### src/hw/rtl/dtl_pkg.sv
// Shared types and constants for the decimating trend log.
`timescale 1ns / 1ps
package dtl_pkg;

  typedef enum logic [1:0] {
    OP_PUSH  = 2'd0,
    OP_READ  = 2'd1,
    OP_CLEAR = 2'd2,
    OP_NOP   = 2'd3
  } dtl_op_t;

  typedef struct packed {
    logic signed [10:0] duty;
    logic signed [15:0] vrms;
    logic        [30:0] freq;
  } dtl_point_t;

  // Store depth and the widths that follow from it.
  localparam int NUM_POINTS  = 256;
  localparam int PT_AW       = $clog2(NUM_POINTS);
  localparam int PT_CW       = PT_AW + 1;
  localparam int OUT_TDATA_W = ((PT_CW + 90 + 7) / 8) * 8;

  localparam logic [30:0] SPAN_LIMIT = 31'h4000_0000;
  localparam logic signed [10:0] DUTY_NONE = -11'sd1;
  localparam int VRMS_HI = 32767;
  localparam int VRMS_LO = -32768;

  typedef enum logic [3:0] {
    ST_IDLE,
    ST_RD,
    ST_DIV_GO,
    ST_DIV,
    ST_STORE,
    ST_CMP_RD0,
    ST_CMP_RD1,
    ST_CMP_WR,
    ST_OUT
  } dtl_state_t;

  // Which bucket average the divider is working on.
  typedef enum logic [1:0] {
    DIV_FREQ,
    DIV_VRMS,
    DIV_DUTY
  } dtl_div_sel_t;

  // Request to the shared divider and its result.
  typedef struct packed {
    logic        start;
    logic        neg;
    logic [63:0] num;
    logic [30:0] den;
  } dtl_div_req_t;

  typedef struct packed {
    logic        done;
    logic [63:0] quo;
  } dtl_div_rsp_t;

endpackage

### src/hw/rtl/dtl_divider.sv
// Restoring divider, one quotient bit per cycle, sign applied at the end.
`timescale 1ns / 1ps
module dtl_divider (
  input  logic                  clk,
  input  logic                  rst_n,
  input  dtl_pkg::dtl_div_req_t req,
  output dtl_pkg::dtl_div_rsp_t rsp
);
  import dtl_pkg::*;

  logic [63:0] quo_r, quo_nxt;
  logic [31:0] rem_r, rem_nxt;
  logic [30:0] den_r;
  logic        neg_r;
  logic [6:0]  cnt_r;
  logic        busy_r;
  logic        done_r;
  logic [31:0] trial;

  always_comb begin
    trial   = {rem_r[30:0], quo_r[63]};
    rem_nxt = trial;
    quo_nxt = {quo_r[62:0], 1'b0};
    if (trial >= {1'b0, den_r}) begin
      rem_nxt    = trial - {1'b0, den_r};
      quo_nxt[0] = 1'b1;
    end
  end

  always_ff @(posedge clk) begin
    if (!rst_n) begin
      busy_r <= 1'b0;
      done_r <= 1'b0;
      cnt_r  <= '0;
    end else begin
      done_r <= 1'b0;
      if (req.start) begin
        busy_r <= 1'b1;
        cnt_r  <= 7'd64;
        quo_r  <= req.num;
        rem_r  <= '0;
        den_r  <= req.den;
        neg_r  <= req.neg;
      end else if (busy_r) begin
        quo_r <= quo_nxt;
        rem_r <= rem_nxt;
        cnt_r <= cnt_r - 7'd1;
        if (cnt_r == 7'd1) begin
          busy_r <= 1'b0;
          done_r <= 1'b1;
        end
      end
    end
  end

  assign rsp.done = done_r;
  assign rsp.quo  = neg_r ? (~quo_r + 64'd1) : quo_r;
endmodule

### config.mk
export PLATFORM = sky130hd
export DESIGN_NAME = dtl_divider
export DESIGN_NICKNAME = d
export VERILOG_FILES = /design/src/hw/rtl/dtl_pkg.sv /design/src/hw/rtl/dtl_divider.sv
export SDC_FILE = /design/constraint.sdc
export NUM_CORES = 1
export LEC_CHECK = 0
export CAP_MARGIN = 20
export CORE_MARGIN = 4
export CORE_UTILIZATION = 50
export CTS_CLUSTER_SIZE = 30
export DETAILED_ROUTE_END_ITERATION = 7
export DONT_BUFFER_PORTS = 1
export REMOVE_ABC_BUFFERS = 1
export SLEW_MARGIN = 20
export SYNTH_ARGS = -nofsm -noshare
export SYNTH_HDL_FRONTEND = slang
export SYNTH_SLANG_ARGS = --single-unit
### constraint.sdc
create_clock -name clk -period 4.3 [get_ports clk]
set_clock_uncertainty 0.2 [all_clocks]
set_input_delay 0.43 -clock clk [delete_from_list [all_inputs] [get_ports clk]]
set_output_delay 0.43 -clock clk [all_outputs]
set_load 0.02 [all_outputs]
Yosys cells after proc, flatten, opt, wreduce, memory -nomap -nowiden
Cells that the tools add are included.

operators by class
  $lt $le $gt $ge = 1
  add/sub/neg operators = 3
  mux-type cells = 12
  bitwise operators = 3
  equality and inequality tests = 1
  reduce and logical (&&, ||, !) cells = 5

operator list
  kind                                                                    count
  64-bit 2-to-1 mux                                                       3
  64-bit by 1-bit adder with 64-bit output (second input constant)        1
  64-bit inverter                                                         1
  31-bit 2-to-1 mux                                                       2
  32-bit by 31-bit >= comparator with 1-bit output                        1
  31-bit subtractor                                                       1
  7-bit 2-to-1 mux                                                        2
  7-bit by 1-bit equality test with 1-bit output (second input constant)  1
  7-bit by 1-bit subtractor with 7-bit output (second input constant)     1
  1-bit 2-to-1 mux                                                        5
  2-bit AND reduction                                                     2
  3-bit OR reduction                                                      1
  1-bit inverter                                                          2
  2-bit nonzero test                                                      1
  2-bit OR reduction                                                      1

word-level totals
  output and inout port bits = 65
  register bits after elaboration = 136
  input port bits = 99

Logic depth before layout (Yosys ltp)
Gate-level depths: netlist (run 1).

  depth after elaboration = 4
  depth in mapped cells = 13
  gate-level depth less buffers = 11

Worst setup path after synthesis (run 1)
OpenSTA, ideal clock, no wires.

  path kind = register to output
  from = register quo_r[13]
  to = output port rsp[58] (netlist name)
  data required time = 3.670 ns
  buffers on the path = 1
  stages on the path, launching flop included = 10
  setup slack = 0.322 ns
  data arrival time = 3.348 ns
  cell sequence = edfxtp_1 or4_4 or3_1 buf_2 or3_4 or4_4 or3_4 or3_4 o21ai_2 xnor2_1

RTL lines
  element                 line               RTL
  from (decl)             dtl_divider.sv:11  logic [63:0] quo_r, quo_nxt;
  from (signal assigned)  dtl_divider.sv:40  quo_r <= req.num;
  from (signal assigned)  dtl_divider.sv:45  quo_r <= quo_nxt;
  to (decl)               dtl_divider.sv:7   output dtl_pkg::dtl_div_rsp_t rsp

==> results.md, run 1 <==
* GRT met2 Usage at 35.81%
* Antenna cell count at 0
* DRC violations left at 0
* Global-route met1 utilization at 28.80%
* ANT nets after route at 0
* Critical Path Fanout Max at 6
* Worst path bufs/invs at 1
* I/O pins at 164
* Reg clk slew, reported paths at 0.06 ns
* DR pass1 iterations at 4
* Placer congestion estimate at 0.9061
* Fillers at 1,385
* Core Area at 0.01682 mm²
* Max-Cap Viols at 0
* Final nets at 1,023
* HPWL after DPL at 14.77 mm
* H-Tree Depth at 4
* Share of cells above drive strength 1 at 19.51%
* Fin. Hold Viols at 0
* Synth async-reset ratio at 0%
* Mapped Cells at 835
* Fmax at 229.5 MHz
* Max-slew headroom at 39.40%
* Crit path max-delay cell type: or4_4
* Post-synth cell types at 62
* Pleak at 0.003789 µW
* CP Cell Sequence: or4_4, buf_6, or4_4, or2_4, or3_4, or3_4, or2_4, o31ai_4, xnor2_2
* Slack of the critical path at -0.05666 ns
* Vias/cell at 5.922
* Max Root-Sink Buffers at 2
* Grt ovf at 0
* Area growth, synth to finish at 18.74%
* Number of enable flip-flop cells after synthesis at 127
* RSZ-0062 raised after global routing: true
* Vias at 6,644
* Top FF cell, synth: edfxtp_1
* Avg Cell Area, Syn at 10.41 µm²
* Most common cell after layout, fill and taps aside: edfxtp_1
* Critical path's top delay family: simple AND/OR/NAND/NOR gates
* GRT met3 Usage at 5.077%
* Startpoint class of the critical path: register
* Worst Tran Pin Value at 0.9091 ns
* Largest area contributor in the netlist: edfxtp_1
* Clock sink count at 136
* Final Util at 61.36%
* Most frequent cells in the layout: edfxtp_1, nand2_1, mux2_2
* Starting Density at 51.67%
* Vias in the first global route at 6,624
* First-pass GRT wire length at 34.40 mm
* Status: finished, violations left
* Crit share post-route at 101.3%
* Seq/Total Area, Yosys at 45.95%
* Post-DR wirelength/cell at 19.18 µm
* Num CTS Buffers at 17
* Worst setup EP type: output pin
* Post-Route WL at 21.52 mm
* DIE WIDTH at 139.8 µm
* Top cell type's share of synthesized area at 43.88%
* IO Port Bufs at 0
* Total track usage at 21.64%
* Worst skew pair latency at 0.43 ns
* TritonCTS clock tree: built
* Row cnt at 47
* Critical Path RT at 3.67 ns
* Max incr delay on CP at 0.55 ns
* Root Driver: clkbuf_16
* HP Class: primary input to register
* PwrDens at 398.3 mW/mm²
* YS warnings at 0
* Synth Cell Area at 0.008691 mm²
* Dominant cells by area after synthesis: edfxtp_1, mux2_2, xnor2_1, ha_1, nand2_1
* Largest net degree at the start of global routing at 85
* Failing checks: negative setup slack
* Total negative slack at -0.1479 ns
* Slew Viols, Final at 0
* Worst path arrival time at 3.73 ns
* Initial antenna violation count at 0
* Final Setup Violations at 5
* GR peak layer: met2
* Initial DRC count at 374
* Post-synthesis register bit count at 136
* Chip Height at 139.8 µm
* Tmin final at 4.357 ns
* Maximum vdd drop at 296.4 µV
* Die footprint at 0.01956 mm²
* Crit Path Category: register to output pin
==> routing by layer <==
| layer | up-vias | wire length (µm) |
|---|---|---|
| met5 | - | 0 |
| met4 | 0 | 296 |
| met3 | 27 | 1206 |
| met2 | 184 | 10480 |
| met1 | 3215 | 9538 |
| li1 | 3218 | - |
==> worst paths after layout <==
| path | depth (start not counted) | slack [ns] | end | from |
|---|---|---|---|---|
| worst max-delay path | 9 | -0.06 | rsp[45] | quo_r[6] |
| worst max register to register | 11 | 0.43 | rem_r[9] | quo_r[63] |
| worst min register to register | 2 | 0.30 | cnt_r[1] | cnt_r[1] |
| worst min-delay path | 1 | 0.02 | quo_r[13] | req[44] |
==> state kept, by name (all words and copies together), names as in the netlist <==
signal  cells
busy_r      1
cnt_r       7
den_r      31
done_r      1
neg_r       1
quo_r      64
rem_r      31
==> area by class of cell <==
cell class              count  area [µm²]  area share [%]
clock inverters            14       110.1           1.067
clock buffers              18       429.2           4.159
inverters                  48       180.2           1.746
repair buffers             69       619.3           6.001
multi-input cells         617        4712           45.66
flip-flops and latches    136        3994           38.70
well taps                 220       275.3           2.667
==> Yosys cell counts, types with 4 or more instances <==
library cell	n
o21a_1	6
clkbuf_1	30
nand3b_1	5
xnor2_1	68
a21oi_1	51
xor2_1	15
ha_1	34
edfxtp_1	127
nor3_1	13
nand3_1	19
inv_1	48
or4_1	6
o31ai_1	19
a21o_1	12
o21bai_1	4
nor4_1	8
nand4_1	5
o21ai_0	44
and3_1	9
o41ai_1	9
nor2b_1	6
dfxtp_1	9
nand2_1	91
or2_2	4
or3_1	14
o211ai_1	4
nand2b_1	8
and2_1	4
nor2_1	35
a211oi_1	10
mux2_2	62
==> metrics by stage <==
step | hold WS (ns) | setup slack (ns) | power, µW | std cells | instance area (µm²)
after detailed placement | 0.2889 | 0.1491 | 2699 | 1036 | 8954
after floorplan | 0.2685 | 0.1295 | 2462 | 801 | 8554
after global routing | 0.002243 | -0.1765 | 4331 | 1122 | 10320
after CTS | 0.002783 | -0.1617 | 4119 | 1118 | 10170
after global placement | 0.2789 | 0.1685 | 2677 | 1036 | 8954
final | 0.02241 | -0.05666 | 4110 | 1122 | 10320
==> report_power, final <==
group | internal (µW) | leakage (µW) | switching, µW | total, µW
clock network | 786 | 0.000266 | 569 | 1350
registers | 1590 | 0.00129 | 90.9 | 1680
logic | 429 | 0.00224 | 643 | 1070
==> timing repair <==
item                                    CTS  global route
endpoints found under the hold margin    48             0
endpoints found under the setup margin   16            22
pin swaps                                10            12
resized for setup                        35            23
buffers inserted                         11             4
hold buffers                             39             0
==> cell families (layout without fill, tap and decap cells) <==
kind of cell	Yosys count	count (layout)	share of synthesized area, %
AOI/OAI and AO/OA	193	193	14.70
xor gates and xnor gates	83	83	8.365
adders and majority gates	35	35	5.125
buffers and inverters	82	149	3.642
DFF	136	136	45.95
muxes	62	62	8.033
and+or+nand+nor	244	244	14.18
==> worst reg2reg max path, delay by kind of cell (launching register included) <==
kind	cells	cell delay (ns)
AND/OR/NAND/NOR	2	0.50
adder cells (fa/ha/maj)	2	0.63
buffers and inverters	1	0.06
flip-flops	1	0.43
AO/OA/AOI/OAI	6	1.81
No activity file was read; power rests on OpenSTA's default activity.
==> run 2, diff against run 1 <==
- CORE_UTILIZATION: 50 -> 35
- RECOVER_POWER: not set -> 50
==> run 2 against run 1 <==
  * The run ends with max-capacitance violations, max-slew violations, negative setup slack left
  * First-iteration DRC count is 1.1% higher
  * Combinational power about the same
  * Fmax shrank 0.26%
  * Largest cell class unchanged
==> results.md, run 2 (synthesized netlist as in run 1, its figures left out) <==
* Initial antenna violation count at 2 (was 0)
* Reg clk slew, reported paths at 0.07 ns (was 0.06 ns)
* Worst setup EP type: output pin (unchanged)
* Slew Viols, Final at 34 (was 0)
* RSZ-0062 raised after global routing: true (unchanged)
* Hold EP: quo_r[0] (was quo_r[13])
* Fin. Hold Viols at 0 (unchanged)
* Top reg by flops: quo_r (unchanged)
* Maximum vdd drop at 282.5 µV (was 296.4 µV)
* Regs by FF count: quo_r: 64 flops, den_r: 31 flops, rem_r: 31 flops (unchanged)
* Worst skew pair latency at 0.43 ns (about the same)
* Critical Path RT at 3.67 ns (about the same)
* PwrDens at 418.9 mW/mm² (was 398.3 mW/mm²)
* Placer congestion estimate at 0.8154 (was 0.9061)
* Area growth, synth to finish at 18.86% (was 18.74%)
* Share of cells above drive strength 1 at 17.21% (was 19.51%)
* R2r endpoint: rem_r[26] (was rem_r[9])
* First-pass GRT wire length at 34.85 mm (was 34.40 mm)
* Total track usage at 16.10% (was 21.64%)
* Row cnt at 57 (was 47)
* Metal2 WL at 10.92 mm (was 10.48 mm)
* Post-Route WL at 22.57 mm (was 21.52 mm)
* I/O pins at 164 (unchanged)
* Max-slew headroom at -24.72% (was 39.40%)
* Startpoint class of the critical path: register (unchanged)
* Tmin final at 4.368 ns (was 4.357 ns)
* HP Class: primary input to register (unchanged)
* Crit share post-route at 101.6% (was 101.3%)
* Max Root-Sink Buffers at 2 (unchanged)
* Pleak at 0.003702 µW (was 0.003789 µW)
* Core Area at 0.02439 mm² (was 0.01682 mm²)
* Clock sink count at 136 (unchanged)
* TritonCTS clock tree: built (unchanged)
* Post-Route M1 WL at 9.922 mm (was 9.538 mm)
* Max-Cap Viols at 1 (was 0)
* DR WL met3 at 1.452 mm (was 1.206 mm)
* Largest net degree at the start of global routing at 103 (was 85)
* Vias in the first global route at 6,413 (was 6,624)
* Chip Height at 165.6 µm (was 139.8 µm)
* Initial DRC count at 378 (was 374)
* Fillers at 2,358 (was 1,385)
* Vias/cell at 5.411 (was 5.922)
* ANT nets after route at 0 (unchanged)
* Worst path arrival time at 3.74 ns (was 3.73 ns)
* WHS Path Cells at 2 (was 1)
* Reg2Reg Depth at 11 (unchanged)
* Critical Path Fanout Max at 4 (was 6)
* Slack of the critical path at -0.06785 ns (was -0.05666 ns)
* Root Driver: clkbuf_16 (unchanged)
* Total negative slack at -0.1314 ns (was -0.1479 ns)
* HPWL after DPL at 15.95 mm (was 14.77 mm)
* Starting Density at 35.63% (was 51.67%)
* Post-DR wirelength/cell at 18.50 µm (was 19.18 µm)
* Num CTS Buffers at 17 (unchanged)
* DR pass1 iterations at 5 (was 4)
* Setup Slack @ Placement at 0.1839 ns (was 0.1491 ns)
* Overall power at 4327 µW (was 4110 µW)
* DRC violations left at 0 (unchanged)
* Fmax at 228.9 MHz (was 229.5 MHz)
* Status: finished, violations left (unchanged)
* Hold path start: req[31] (was req[44])
* R2r startpoint: quo_r[63] (unchanged)
* Register-to-register setup slack at 0.53 ns (was 0.43 ns)
* Vias at 6,601 (was 6,644)
* Most frequent cells in the layout: edfxtp_1, nand2_1, mux2_2 (unchanged)
* Most common cell after layout, fill and taps aside: edfxtp_1 (unchanged)
* Worst Tran Pin Value at 1.871 ns (was 0.9091 ns)
* Crit Path Category: register to output pin (unchanged)
* H-Tree Depth at 4 (unchanged)
* Grt ovf at 0 (unchanged)
* Fin Hold WS at 0.02617 ns (was 0.02241 ns)
* Final Setup Violations at 2 (was 5)
* Largest register FFs at 64 (unchanged)
* Failing checks: max-capacitance violations, max-slew violations, negative setup slack (was negative setup slack)
* Final nets at 1,016 (was 1,023)
* DIE WIDTH at 165.6 µm (was 139.8 µm)
* Die footprint at 0.02742 mm² (was 0.01956 mm²)
* Max Used Layer: met5 (was met4)
* Final Util at 42.35% (was 61.36%)
* IO Port Bufs at 0 (unchanged)
-- run 2: cell count changes in the layout (fill, tap and decap cells not counted), sizes merged --
cell         change
clkinv           -6
bufinv           +3
buf              -8
inv              +3
clkbuf           +7
diode            +1
dlygate4sd3      -6
-- run 2: worst max path at each step --
stage,start,to,cells after the start
3_3_place_gp,quo_r[5],rsp[58],8
6_report,quo_r[5],rsp[62],8
4_1_cts,quo_r[13],rsp[62],8
5_1_grt,quo_r[5],rsp[62],8
3_5_place_dp,quo_r[6],rsp[58],8
2_1_floorplan,quo_r[63],rem_r[30],11
-- run 2: worst max-delay path, stage by stage, from the launching register on --
cell and delay (ns):
edfxtp_1 0.40, or4_4 0.54, or3_4 0.34, or3_4 0.41, or4_4 0.44, or3_4 0.42, or3_4 0.39, o21ai_4 0.20
xnor2_4 0.18
-- run 2: area by class of cell --
| class | instances | area, µm² | area share [%] |
|---|---|---|---|
| antenna | 1 | 2.502 | 0.02422 |
| clock buffer | 18 | 429.2 | 4.155 |
| clock inverter | 14 | 196.4 | 1.902 |
| inverter | 48 | 180.2 | 1.744 |
| multi-input combinational | 617 | 4601 | 44.54 |
| sequential | 136 | 3994 | 38.66 |
| tap | 324 | 405.4 | 3.924 |
| timing repair buffer | 62 | 521.8 | 5.051 |
-- run 2: per-stage QoR --
| step | cell area, µm² | std cells |
|---|---|---|
| after global routing | 10330 | 1220 |
| after global placement | 9114 | 1144 |
| final | 10330 | 1220 |
| after CTS | 10240 | 1217 |
| after detailed placement | 9114 | 1144 |
| after floorplan | 8554 | 801 |
-- run 2: power breakdown --
group | switching [µW] | internal (µW) | total (µW)
logic | 638 | 416 | 1050
clock network | 617 | 977 | 1590
registers | 86.9 | 1590 | 1680
-- run 2: what timing repair did --
action,CTS,global route
gates resized for setup,18,18
setup endpoints to repair,15,20
buffers inserted,8,2
pin swaps,5,4
hold buffers,33,0
hold endpoints to repair,34,0
-- run 2: per-layer routing --
layer | vias up | track usage, %
li1 | 3196 | -
met5 | - | 0
met3 | 19 | 4.443
met4 | 2 | 4.162
met1 | 3215 | 20.29
met2 | 169 | 27.36
==> run 3, diff against run 2 <==
==> constraint.sdc (replaced) <==
create_clock -name clk -period 4.3 [get_ports clk]
set_clock_uncertainty 0.2 [all_clocks]
set_input_delay 0.215 -clock clk [delete_from_list [all_inputs] [get_ports clk]]
set_output_delay 0.215 -clock clk [all_outputs]
set_load 0.02 [all_outputs]
==> run 3 against run 2 <==
  * Cell count is 4.8% higher
  * Critical path type unchanged
  * First-iteration DRC count up 15%
  * Largest cell class unchanged
  * Register-to-register slack improved by 0.03 ns
  * The flow finishes with violations (max-capacitance violations, max-slew violations)
  * Largest power group unchanged
  * Highest routed layer is now met4
==> results.md, run 3 (synthesized netlist as in run 1, its figures left out) <==
* Total negative slack at 0 ns (was -0.1314 ns)
* Placer congestion estimate at 0.8263 (was 0.8154)
* Worst skew pair latency at 0.43 ns (about the same)
* Fin Hold WS at 0.06719 ns (was 0.02617 ns)
* Vias/cell at 5.353 (was 5.411)
* Die footprint at 0.02742 mm² (unchanged)
* Crit path max-delay cell type: or4_4 (unchanged)
* IO Port Bufs at 0 (unchanged)
* Initial antenna violation count at 1 (was 2)
* Failing checks: max-capacitance violations, max-slew violations (was max-capacitance violations, max-slew violations, negative setup slack)
* Fin. Hold Viols at 0 (unchanged)
* HPWL after DPL at 15.90 mm (was 15.95 mm)
* Tmin final at 4.279 ns (was 4.368 ns)
* DIE WIDTH at 165.6 µm (unchanged)
* Crit share post-route at 99.51% (was 101.6%)
* R2r startpoint: quo_r[63] (unchanged)
* Reg2Reg Depth at 11 (unchanged)
* R2r endpoint: rem_r[26] (unchanged)
* Worst path arrival time at 3.86 ns (was 3.74 ns)
* Max Root-Sink Buffers at 2 (unchanged)
* H-Tree Depth at 4 (unchanged)
* Top reg by flops: quo_r (unchanged)
* Clock sink count at 136 (unchanged)
* Regs by FF count: quo_r: 64 flops, den_r: 31 flops, rem_r: 31 flops (unchanged)
* Startpoint class of the critical path: register (unchanged)
* PwrDens at 403.1 mW/mm² (was 418.9 mW/mm²)
* Worst setup EP type: output pin (unchanged)
* Overall power at 4400 µW (was 4327 µW)
* Root Driver: clkbuf_16 (unchanged)
* First-pass GRT wire length at 36.06 mm (was 34.85 mm)
* Total track usage at 16.65% (was 16.10%)
* HP Class: primary input to register (unchanged)
* CP Cell Sequence: or4_4, or3_4, or3_4, or4_4, or3_4, or3_4, o21ai_4, xnor2_4 (unchanged)
* Fillers at 2,292 (was 2,358)
* Final Setup Violations at 0 (was 2)
* Crit Path Category: register to output pin (unchanged)
* Max-Cap Viols at 1 (unchanged)
* Pleak at 0.003932 µW (was 0.003702 µW)
* CP startpoint: quo_r[13] (was quo_r[5])
* Max Used Layer: met4 (was met5)
* Critical Path Fanout Max at 5 (was 4)
* ANT nets after route at 0 (unchanged)
* Hold path start: req[96] (was req[31])
* Slew Viols, Final at 34 (unchanged)
* Worst Tran Pin Value at 1.841 ns (was 1.871 ns)
* I/O pins at 164 (unchanged)
* Critical path's top delay family: simple AND/OR/NAND/NOR gates (unchanged)
* Vias in the first global route at 6,807 (was 6,413)
* Hold EP: rem_r[9] (was quo_r[0])
* Post-Route M1 WL at 10.05 mm (was 9.922 mm)
* RSZ-0062 raised after global routing: true (unchanged)
* Num CTS Buffers at 17 (unchanged)
* Share of cells above drive strength 1 at 15.30% (was 17.21%)
* Max incr delay on CP at 0.57 ns (was 0.54 ns)
* Worst path bufs/invs at 0 (unchanged)
* Critical Path RT at 3.88 ns (was 3.67 ns)
* Area of the multi-input gates at 0.004537 mm² (was 0.004601 mm²)
* TritonCTS clock tree: built (unchanged)
* Status: finished, violations left (unchanged)
* WHS Path Cells at 2 (unchanged)
* DR pass1 iterations at 5 (unchanged)
* Grt ovf at 0 (unchanged)
* Post-DR wirelength/cell at 18.03 µm (was 18.50 µm)
* DR WL met3 at 1.621 mm (was 1.452 mm)
* Most common cell after layout, fill and taps aside: edfxtp_1 (unchanged)
* Row cnt at 57 (unchanged)
* Final nets at 1,075 (was 1,016)
* Metal2 WL at 11.04 mm (was 10.92 mm)
* Most frequent cells in the layout: edfxtp_1, dlygate4sd3_1, nand2_1 (was edfxtp_1, nand2_1, mux2_2)
* Chip Height at 165.6 µm (unchanged)
* Area growth, synth to finish at 25.60% (was 18.86%)
* Reg clk slew, reported paths at 0.07 ns (about the same)
* Register Area at 0.003994 mm² (unchanged)
* Largest register FFs at 64 (unchanged)
* Vias at 6,841 (was 6,601)
* Most used cell, CP: or3_4 (unchanged)
* Slack of the critical path at 0.02120 ns (was -0.06785 ns)
* Post-Route WL at 23.05 mm (was 22.57 mm)
* Antenna cell count at 0 (was 1)
* Initial DRC count at 433 (was 378)
* Max-slew headroom at -22.73% (was -24.72%)
* Starting Density at 35.63% (unchanged)
* Fmax at 233.7 MHz (was 228.9 MHz)
* DRC violations left at 0 (unchanged)
* Maximum vdd drop at 182.4 µV (was 282.5 µV)
* Core Area at 0.02439 mm² (unchanged)
* Register-to-register setup slack at 0.56 ns (was 0.53 ns)
* Setup Slack @ Placement at 0.3527 ns (was 0.1839 ns)
* Largest net degree at the start of global routing at 98 (was 103)
==> run 3: changes by cell type in the layout (fill, tap and decap cells not counted), sizes merged <==
cell	delta
dlygate4sd3	+64
buf	-3
clkbuf	-2
clkinv	-2
clkinvlp	+2
diode	-1
==> run 3: power by group <==
part	internal, µW	total (µW)	switching, µW	leakage, µW
sequential	1590	1680	86.7	0.00129
combinational	455	1120	663	0.00235
clock	977	1600	627	0.000291
total	3020	4400	1380	0.00393
==> run 3: metal layers <==
metal  GRT usage [%]  vias up
met5               0        -
met4           4.537        0
li1                -     3315
met3           4.865       26
met2           27.78      195
met1           21.14     3305
==> run 3: worst max-delay path by stage <==
stage | end | cells after the start | slack [ns]
2_1_floorplan | rem_r[30] | 11 | 0.13
3_3_place_gp | rsp[45] | 8 | 0.41
3_5_place_dp | rsp[47] | 8 | 0.35
4_1_cts | rsp[60] | 8 | 0.008
5_1_grt | rsp[62] | 10 | -0.07
6_report | rsp[62] | 8 | 0.02
==> run 3: stage by stage <==
stage / cells / utilization, % / instance area [µm²]
after detailed placement: 1137 / 37.20 / 9074
after global placement: 1137 / 37.20 / 9074
after floorplan: 801 / - / 8554
after global routing: 1278 / 44.75 / 10920
final: 1278 / 44.75 / 10920
after CTS: 1268 / 44.15 / 10770
==> run 3: timing repair <==
item	CTS	global route
setup buffers	1	10
setup endpoints to repair	9	11
pin swaps	0	4
resized for setup	10	16
hold buffers	98	0
endpoints found under the hold margin	132	0
==> run 3: layout make-up <==
cell class	count	area share (%)
flip-flops and latches	136	36.59
multi-input cells	617	41.56
inverters	48	1.651
well taps	324	3.714
repair buffers	121	10.74
clock inverters	14	1.811
clock buffers	18	3.932
